--- src/lkvt_pkg.sv ---
package lkvt_pkg;

    typedef enum logic [3:0] {
        OP_ADD       = 4'd0,
        OP_SET       = 4'd1,
        OP_LOOKUP    = 4'd2,
        OP_RLOOKUP   = 4'd3,
        OP_READ_POS  = 4'd4,
        OP_WRITE_KEY = 4'd5,
        OP_WRITE_VAL = 4'd6,
        OP_REMOVE    = 4'd7,
        OP_REMOVE_P  = 4'd8,
        OP_CLEAR     = 4'd9
    } opcode_t;

    typedef enum logic [1:0] {
        ST_OK       = 2'd0,
        ST_FULL     = 2'd1,
        ST_NOTFOUND = 2'd2,
        ST_BADPOS   = 2'd3
    } status_t;

    typedef enum logic [2:0] {
        S_IDLE,
        S_SCAN,
        S_WAIT,
        S_DONE,
        S_OUT
    } state_t;

    // controller to datapath
    typedef struct packed {
        logic load;      // capture input item
        logic start;     // begin walk
        logic step;      // process one entry (read data valid)
        logic finish;    // form result
    } cmd_t;

    // datapath to controller
    typedef struct packed {
        logic walk;      // operation needs a walk over entries
        logic last;      // current entry is the last one to visit
        logic stop;      // first-match search has hit
    } stat_t;

endpackage

--- src/linear_key_value_table_core.sv ---
// channel   dir  tdata fields (low bit up)                          tuser
// s_axis    in   opcode[3:0], in_key, in_value, position[3:0]        -
// m_axis    out  status[1:0], found, out_key, out_value, count_out   -
// The walk reads one key/value pair per cycle from the entry store.
// Lookups stop at the first match; removals and set walk the fill count.
// Reset clears the fill count and controller; entry store is not cleared.
// One item at a time; a held result stalls input until transferred.
module linear_key_value_table_core
    import lkvt_pkg::*;
#(
    parameter int DEPTH      = 16,
    parameter int KEY_BITS   = 32,
    parameter int VALUE_BITS = 32
)
(
    input  logic clk,
    input  logic rst_n,
    input  logic s_axis_tvalid,
    output logic s_axis_tready,
    // opcode, in_key, in_value, position
    input  logic [((8 + KEY_BITS + VALUE_BITS + 7) / 8) * 8 - 1:0] s_axis_tdata,
    output logic m_axis_tvalid,
    input  logic m_axis_tready,
    // status, found, out_key, out_value, count_out
    output logic [((3 + KEY_BITS + VALUE_BITS + $clog2(DEPTH + 1) + 7) / 8) * 8 - 1:0]
                 m_axis_tdata
);

    localparam int CW = $clog2(DEPTH + 1);
    localparam int OW = 3 + KEY_BITS + VALUE_BITS + CW;

    cmd_t  cmd;
    stat_t stat;
    logic [1:0]            status;
    logic                  found;
    logic [KEY_BITS-1:0]   out_key;
    logic [VALUE_BITS-1:0] out_value;
    logic [CW-1:0]         count_out;

    lkvt_ctrl u_ctrl (
        .clk       (clk),
        .rst_n     (rst_n),
        .in_fire   (s_axis_tvalid && s_axis_tready),
        .out_fire  (m_axis_tvalid && m_axis_tready),
        .stat      (stat),
        .cmd       (cmd),
        .in_ready  (s_axis_tready),
        .out_valid (m_axis_tvalid)
    );

    lkvt_datapath #(
        .DEPTH      (DEPTH),
        .KEY_BITS   (KEY_BITS),
        .VALUE_BITS (VALUE_BITS)
    ) u_dp (
        .clk       (clk),
        .rst_n     (rst_n),
        .cmd       (cmd),
        .stat      (stat),
        .opcode    (s_axis_tdata[3:0]),
        .in_key    (s_axis_tdata[4 +: KEY_BITS]),
        .in_value  (s_axis_tdata[4 + KEY_BITS +: VALUE_BITS]),
        .position  (s_axis_tdata[4 + KEY_BITS + VALUE_BITS +: 4]),
        .status    (status),
        .found     (found),
        .out_key   (out_key),
        .out_value (out_value),
        .count_out (count_out)
    );

    assign m_axis_tdata = {{($bits(m_axis_tdata) - OW){1'b0}},
                           count_out, out_value, out_key, found, status};

endmodule

--- src/lkvt_datapath.sv ---
module lkvt_datapath
    import lkvt_pkg::*;
#(
    parameter int DEPTH      = 16,
    parameter int KEY_BITS   = 32,
    parameter int VALUE_BITS = 32,
    parameter int IW         = (DEPTH > 1) ? $clog2(DEPTH) : 1,
    parameter int CW         = $clog2(DEPTH + 1)
)
(
    input  logic                  clk,
    input  logic                  rst_n,
    input  cmd_t                  cmd,
    output stat_t                 stat,
    input  logic [3:0]            opcode,
    input  logic [KEY_BITS-1:0]   in_key,
    input  logic [VALUE_BITS-1:0] in_value,
    input  logic [3:0]            position,
    output logic [1:0]            status,
    output logic                  found,
    output logic [KEY_BITS-1:0]   out_key,
    output logic [VALUE_BITS-1:0] out_value,
    output logic [CW-1:0]         count_out
);

    logic [KEY_BITS-1:0]   key_mem [DEPTH];
    logic [VALUE_BITS-1:0] val_mem [DEPTH];

    logic [3:0]            op_reg;
    logic [KEY_BITS-1:0]   k_reg;
    logic [VALUE_BITS-1:0] v_reg;
    logic [3:0]            p_reg;
    logic [CW-1:0]         count_reg, count_next;
    logic [CW-1:0]         rd_reg;     // read pointer
    logic [CW-1:0]         wr_reg;     // compaction write pointer
    logic                  hit_reg;
    logic [KEY_BITS-1:0]   hk_reg;
    logic [VALUE_BITS-1:0] hv_reg;
    logic [KEY_BITS-1:0]   rk_reg;
    logic [VALUE_BITS-1:0] rv_reg;
    logic [CW-1:0]         vis_reg;    // index of entry in rk/rv

    logic                  pos_ok;
    logic [CW-1:0]         pos_w;
    logic                  pos_op;
    logic                  is_walk_op;
    logic                  match_k, match_v;
    logic                  we;
    logic [IW-1:0]         wa;
    logic [KEY_BITS-1:0]   wk;
    logic [VALUE_BITS-1:0] wv;
    logic                  wk_en, wv_en;

    assign pos_w  = CW'(p_reg);
    // the fill count never exceeds DEPTH, so this also bounds the position
    assign pos_ok = (32'(p_reg) < 32'(count_reg));

    assign pos_op = (opcode == OP_READ_POS) || (opcode == OP_WRITE_KEY)
                    || (opcode == OP_WRITE_VAL);

    always_comb
    begin
        case (op_reg)
            OP_SET, OP_LOOKUP, OP_RLOOKUP, OP_REMOVE: is_walk_op = (count_reg != '0);
            OP_REMOVE_P: is_walk_op = pos_ok;
            default: is_walk_op = 1'b0;
        endcase
    end

    assign match_k = (rk_reg == k_reg);
    assign match_v = (rv_reg == v_reg);

    assign stat.walk = is_walk_op;
    assign stat.last = (vis_reg + CW'(1) >= count_reg);
    assign stat.stop = (op_reg == OP_LOOKUP && match_k) || (op_reg == OP_RLOOKUP && match_v);

    // memory write select
    always_comb
    begin
        we    = 1'b0;
        wa    = '0;
        wk    = rk_reg;
        wv    = v_reg;
        wk_en = 1'b0;
        wv_en = 1'b0;
        if (cmd.finish)
        begin
            wa = pos_w[IW-1:0];
            wk = k_reg;
            wv = v_reg;
            case (op_reg)
                OP_ADD:
                begin
                    wa = count_reg[IW-1:0];
                    if (count_reg < CW'(DEPTH))
                    begin
                        wk_en = 1'b1;
                        wv_en = 1'b1;
                    end
                end
                OP_WRITE_KEY: wk_en = pos_ok;
                OP_WRITE_VAL: wv_en = pos_ok;
                default: ;
            endcase
        end
        else if (cmd.step)
        begin
            case (op_reg)
                OP_SET:
                begin
                    wa    = vis_reg[IW-1:0];
                    wv    = v_reg;
                    wv_en = match_k;
                end
                OP_REMOVE, OP_REMOVE_P:
                begin
                    wa = wr_reg[IW-1:0];
                    wk = rk_reg;
                    wv = rv_reg;
                    if (op_reg == OP_REMOVE)
                        wk_en = !match_k;
                    else
                        wk_en = (vis_reg != pos_w);
                    wv_en = wk_en;
                end
                default: ;
            endcase
        end
        we = wk_en || wv_en;
    end

    always_ff @(posedge clk)
    begin
        if (we && wk_en)
            key_mem[wa] <= wk;
        if (we && wv_en)
            val_mem[wa] <= wv;
        rk_reg <= key_mem[rd_reg[IW-1:0]];
        rv_reg <= val_mem[rd_reg[IW-1:0]];
    end

    always_comb
    begin
        count_next = count_reg;
        if (cmd.finish)
        begin
            case (op_reg)
                OP_ADD:      if (count_reg < CW'(DEPTH)) count_next = count_reg + CW'(1);
                OP_REMOVE:   count_next = wr_reg;
                OP_REMOVE_P: if (pos_ok) count_next = count_reg - CW'(1);
                OP_CLEAR:    count_next = '0;
                default: ;
            endcase
        end
    end

    always_ff @(posedge clk or negedge rst_n)
    begin
        if (!rst_n)
            count_reg <= '0;
        else
            count_reg <= count_next;
    end

    always_ff @(posedge clk)
    begin
        if (cmd.load)
        begin
            op_reg  <= opcode;
            k_reg   <= in_key;
            v_reg   <= in_value;
            p_reg   <= position;
            hit_reg <= 1'b0;
            // position operations sample the addressed entry
            rd_reg  <= pos_op ? CW'(position) : '0;
        end
        if (cmd.start)
        begin
            rd_reg  <= CW'(1);
            vis_reg <= '0;
            wr_reg  <= '0;
        end
        if (cmd.step)
        begin
            rd_reg  <= rd_reg + CW'(1);
            vis_reg <= vis_reg + CW'(1);
            case (op_reg)
                OP_SET:
                    if (match_k) hit_reg <= 1'b1;
                OP_LOOKUP, OP_RLOOKUP:
                    if (stat.stop && !hit_reg)
                    begin
                        hit_reg <= 1'b1;
                        hk_reg  <= rk_reg;
                        hv_reg  <= rv_reg;
                    end
                OP_REMOVE:
                    if (match_k)
                    begin
                        hit_reg <= 1'b1;
                        hv_reg  <= rv_reg;
                    end
                    else
                        wr_reg <= wr_reg + CW'(1);
                OP_REMOVE_P:
                    if (vis_reg == pos_w)
                    begin
                        hk_reg <= rk_reg;
                        hv_reg <= rv_reg;
                    end
                    else
                        wr_reg <= wr_reg + CW'(1);
                default: ;
            endcase
        end
    end

    // result register
    always_ff @(posedge clk)
    begin
        if (cmd.finish)
        begin
            status    <= ST_OK;
            found     <= 1'b0;
            out_key   <= '0;
            out_value <= '0;
            count_out <= count_next;
            case (op_reg)
                OP_ADD:
                    if (count_reg >= CW'(DEPTH)) status <= ST_FULL;
                OP_SET, OP_REMOVE:
                    if (hit_reg)
                    begin
                        found     <= 1'b1;
                        out_key   <= k_reg;
                        out_value <= (op_reg == OP_SET) ? v_reg : hv_reg;
                    end
                    else
                        status <= ST_NOTFOUND;
                OP_LOOKUP, OP_RLOOKUP:
                    if (hit_reg)
                    begin
                        found     <= 1'b1;
                        out_key   <= hk_reg;
                        out_value <= hv_reg;
                    end
                    else
                        status <= ST_NOTFOUND;
                OP_READ_POS, OP_WRITE_KEY, OP_WRITE_VAL, OP_REMOVE_P:
                    if (pos_ok)
                    begin
                        found     <= 1'b1;
                        out_key   <= (op_reg == OP_WRITE_KEY) ? k_reg :
                                     (op_reg == OP_REMOVE_P) ? hk_reg : rk_reg;
                        out_value <= (op_reg == OP_WRITE_VAL) ? v_reg :
                                     (op_reg == OP_REMOVE_P) ? hv_reg : rv_reg;
                    end
                    else
                        status <= ST_BADPOS;
                default: ;
            endcase
        end
    end

endmodule

--- src/lkvt_ctrl.sv ---
module lkvt_ctrl
    import lkvt_pkg::*;
(
    input  logic  clk,
    input  logic  rst_n,
    input  logic  in_fire,
    input  logic  out_fire,
    input  stat_t stat,
    output cmd_t  cmd,
    output logic  in_ready,
    output logic  out_valid
);

    state_t state_reg, state_next;

    always_comb
    begin
        state_next = state_reg;
        unique case (state_reg)
            S_IDLE: if (in_fire) state_next = S_WAIT;
            S_WAIT: state_next = stat.walk ? S_SCAN : S_DONE;
            S_SCAN: if (stat.last || stat.stop) state_next = S_DONE;
            S_DONE: state_next = S_OUT;
            S_OUT:  if (out_fire) state_next = S_IDLE;
            default: state_next = S_IDLE;
        endcase
    end

    always_comb
    begin
        cmd       = '0;
        in_ready  = 1'b0;
        out_valid = 1'b0;
        unique case (state_reg)
            S_IDLE:
            begin
                in_ready = 1'b1;
                cmd.load = in_fire;
            end
            S_WAIT: cmd.start = 1'b1;
            S_SCAN: cmd.step = 1'b1;
            S_DONE: cmd.finish = 1'b1;
            S_OUT:  out_valid = 1'b1;
            default: ;
        endcase
    end

    always_ff @(posedge clk or negedge rst_n)
    begin
        if (!rst_n)
            state_reg <= S_IDLE;
        else
            state_reg <= state_next;
    end

endmodule
--- config.mk ---
export PLATFORM = sky130hd
export DESIGN_NAME = linear_key_value_table_core
export DESIGN_NICKNAME = d
export VERILOG_FILES = /design/src/lkvt_pkg.sv /design/src/linear_key_value_table_core.sv /design/src/lkvt_datapath.sv /design/src/lkvt_ctrl.sv
export SDC_FILE = /design/constraint.sdc
export NUM_CORES = 2
export LEC_CHECK = 0
export BUFFER_PORTS_ARGS = -buffer_cell sky130_fd_sc_hd__clkbuf_2
export CORE_UTILIZATION = 45
export DETAILED_ROUTE_END_ITERATION = 12
export PLACE_DENSITY_LB_ADDON = 0.12
export REMOVE_ABC_BUFFERS = 1
export SLEW_MARGIN = 10
export SYNTH_ARGS = -nofsm -noshare
export SYNTH_HDL_FRONTEND = slang
export SYNTH_SLANG_ARGS = --single-unit
--- constraint.sdc ---
create_clock -name clk -period 6.2 [get_ports clk]
set_clock_uncertainty 0.1 [all_clocks]
set_input_delay 1.24 -clock clk [delete_from_list [all_inputs] [get_ports clk]]
set_output_delay 1.24 -clock clk [all_outputs]
set_load 0.02 [all_outputs]
==> flow_summary.yaml <==
clock_tree:
  postCtsSetupRepairBufs: 0
  cts_sinks: 1319
  clock_latency_ns: 0.74
  cts_tree: "built"
  cts_buffers: 139
  clock_path_buffers: 3
  root_buffer: "clkbuf_16"
  cts_hold_buf: 0
  clk_pin_slew_ns: 0.06
  cts-resized-gates: 0
  cts_max_level: 4
final_layout:
  n_antenna_cell: 0
  syn2layout_area_growth_pct: 14.4
  final_design_area_no_fill_um2: 59200
  largestRegisters: "u_dp.key_mem: 512 flops, u_dp.val_mem: 512 flops"
  nNetsFinal: 2885
  final_layout_size_suffix_gt1_frac: 0.297
  layout.cells.non_filler: 4426
grt:
  grt_pass1_wl_mm: 182
  grt_pass1_vias: 26400
  antenna_found_initial: 5
  grt_max_degree: 120
  grt_overflow_total: 0
  grt_usage: 0.218
timing:
  grt_setup_unrepaired: "no"
  hold_violations: 0
  fin_crit_sh: 0.794
  post-route-min-period_ns: 4.92
  fmax_mhz: 203
  tightest_slew_ns: 1.26
  slew_violations: 0
  timing.slew.headroom: 0.152
  finalSetupViolCount: 0
floorplanning:
  ios: 150
  initial_core_util: 0.453
  die-area_um2: 116000
  core_area_um2: 114000
  chipHeight_um: 341
  die_x_um: 341
  rows: 124
power:
  cellLeakagePower_nw: 18.9
  p_per_area_nw_per_um2: 461
  ir_drop_mv: 0.373
synthesis:
  syn-cell-area_um2: 51800
  netlist_instances: 2585
  synth_warnings: 0
  synth_edf_count: 1241
  ys_seq_area_frac: 0.751
  synth-main-ff-cell: "edfxtp_1"
  async_flop_share: 0.00607
  synth.distinct_cells: 71
  ys_seq_elements: 1319
  syn_area_per_cell_um2: 20.0
run_status:
  status: "finished clean"
drt:
  num_vias: 26000
  wl_per_cell_um: 28.3
  drtPass1Iterations: 5
  ant_nets: 0
  drcViolationCount: 0
  via_per_inst: 5.88
  drt_iter0_markers: 2633
  drt_wl_total_mm: 125
placement:
  placed_area_um2: 54600
  dp_hpwl_mm: 72.8
  dp_cells: 4166
  gp_routability_congestion: 0.787
  io_buffers: 149
critical_path:
  rr_worst_depth: 8
  cpPeakStageDelay_ns: 0.99
  path_common_cell: "buf_4"
  cp_data_arrival_time_ns: 5.23
  crit_fanout: 32
  cp-end-kind: "register"
  cp_cell_sequence: "xor2_1, nor4_1, nand4_1, or4_1, a221oi_4, buf_4, nor3_2, buf_4"
  cp.required_ns: 6.51
  worst_path_max_delay_cell: "a221oi_4"
  crit_type: "reg2reg"
  cp-start-kind: "register"
min_path:
  hp-class: "in2async"
run:
  maxCapViolCount: 0
## cell type report
class / count / area, um^2
multi-input cells: 1107 / 12500
clock inverters: 60 / 604
clock buffers: 199 / 3960
flip-flops and latches: 1319 / 38900
repair buffers: 216 / 1310
inverters: 13 / 53.8
well taps: 1512 / 1890
fillers: 9011 / 55000
## cell usage in the layout, fill, tap and decap left out, types with 12 or more instances in the layout
cell type,instances
clkbuf_2,149
xnor2_1,27
mux4_2,320
clkbuf_1,41
o21ai_1,14
clkbuf_8,13
mux2_2,64
a22oi_1,67
clkbuf_16,145
a21oi_1,135
edfxtp_1,1241
nor3_2,25
xor2_1,49
nor2_1,17
clkinv_2,29
ha_1,13
o21ai_0,65
dfxtp_1,70
nand2_1,152
nor2_4,12
buf_4,62
## power breakdown
part / switching, mW / leakage, nW / total, mW / internal, mW
Sequential: 0.586 / 11.9 / 12.0 / 11.4
Clock: 3.34 / 2.26 / 8.26 / 4.92
Combinational: 4.10 / 4.73 / 7.04 / 2.94
Total: 8.03 / 18.9 / 27.3 / 19.3
## metal layers
metal | routed length [um] | vias to the layer above | global-route usage
met2 | 57000 | 958 | 0.322
met3 | 9020 | 166 | 0.0468
met1 | 56600 | 13800 | 0.328
met5 | 0 | - | 0
li1 | - | 11100 | -
met4 | 2820 | 0 | 0.0634
## kinds of logic after synthesis
family                   count (synthesis)  share of synthesized area
flip-flops                            1319                      0.751
multiplexers                           392                      0.155
AO/OA/AOI/OAI                          337                     0.0399
AND/OR/NAND/NOR                        288                     0.0260
buffers and inverters                  159                     0.0122
XOR/XNOR                                76                     0.0129
adder cells (fa/ha/maj)                 14                    0.00334
## path summary, 6_finish.rpt
kind / startpoint / to / slack [ns]
max reg2reg: u_dp.k_reg[6] / u_dp.val_mem[6][19] / 1.28
max in group asynchronous: rst_n / u_dp.count_reg[1] / 5.58
max: u_dp.k_reg[6] / u_dp.val_mem[6][19] / 1.28
min: rst_n / u_dp.count_reg[3] / 0.24
min in group clk: u_dp.rk_reg[23] / u_dp.hk_reg[23] / 0.40
min reg2reg: u_dp.rk_reg[23] / u_dp.hk_reg[23] / 0.40
## per-stage QoR
step                      power [mW]  worst slack (ns)  setup TNS, ns   util  hold slack [ns]
after floorplan                 17.4             -5.07       -1796.52      -            0.366
after detailed placement        19.3              1.24              0  0.478            0.382
after global routing            28.4              1.07              0  0.519            0.216
after global placement          19.2              1.31              0  0.478            0.372
after CTS                       27.6              1.23              0  0.518            0.191
final                           27.3              1.28              0  0.519            0.239
## worst max-delay path: cells and delay by family (launching register included)
family,cells,cell delay [ns]
simple gates,4,2.27
compound gates,1,0.99
buf+inv,2,0.59
flops,1,0.44
xor+xnor,1,0.17
## synth_stat cells, types with 4 or more instances
master,number,share of area
o211ai_1,4,0.00058
xor2_1,49,0.0083
mux2_2,64,0.014
a21o_1,7,0.0010
a22oi_1,67,0.0097
nor3_1,31,0.0030
mux2i_1,8,0.0015
ha_1,13,0.0031
xnor2_1,27,0.0046
o2bb2ai_1,4,0.00068
nor2_1,28,0.0020
and2_1,9,0.0011
nor4_1,12,0.0015
inv_1,12,0.00087
nand2b_1,5,0.00060
dfxtp_1,70,0.027
nand3_1,11,0.0011
clkbuf_1,90,0.0065
a211oi_1,5,0.00073
or2_1,4,0.00048
o21ai_1,14,0.0014
a21oi_1,136,0.013
buf_2,14,0.0014
a22o_1,6,0.0010
nand2_1,152,0.011
mux4_2,320,0.14
buf_1,39,0.0028
o21ai_0,65,0.0063
nand4_1,9,0.0011
or3_1,4,0.00048
edfxtp_1,1241,0.72
dfrtp_1,8,0.0039
Note: power is estimated with default switching activity, not from simulation.
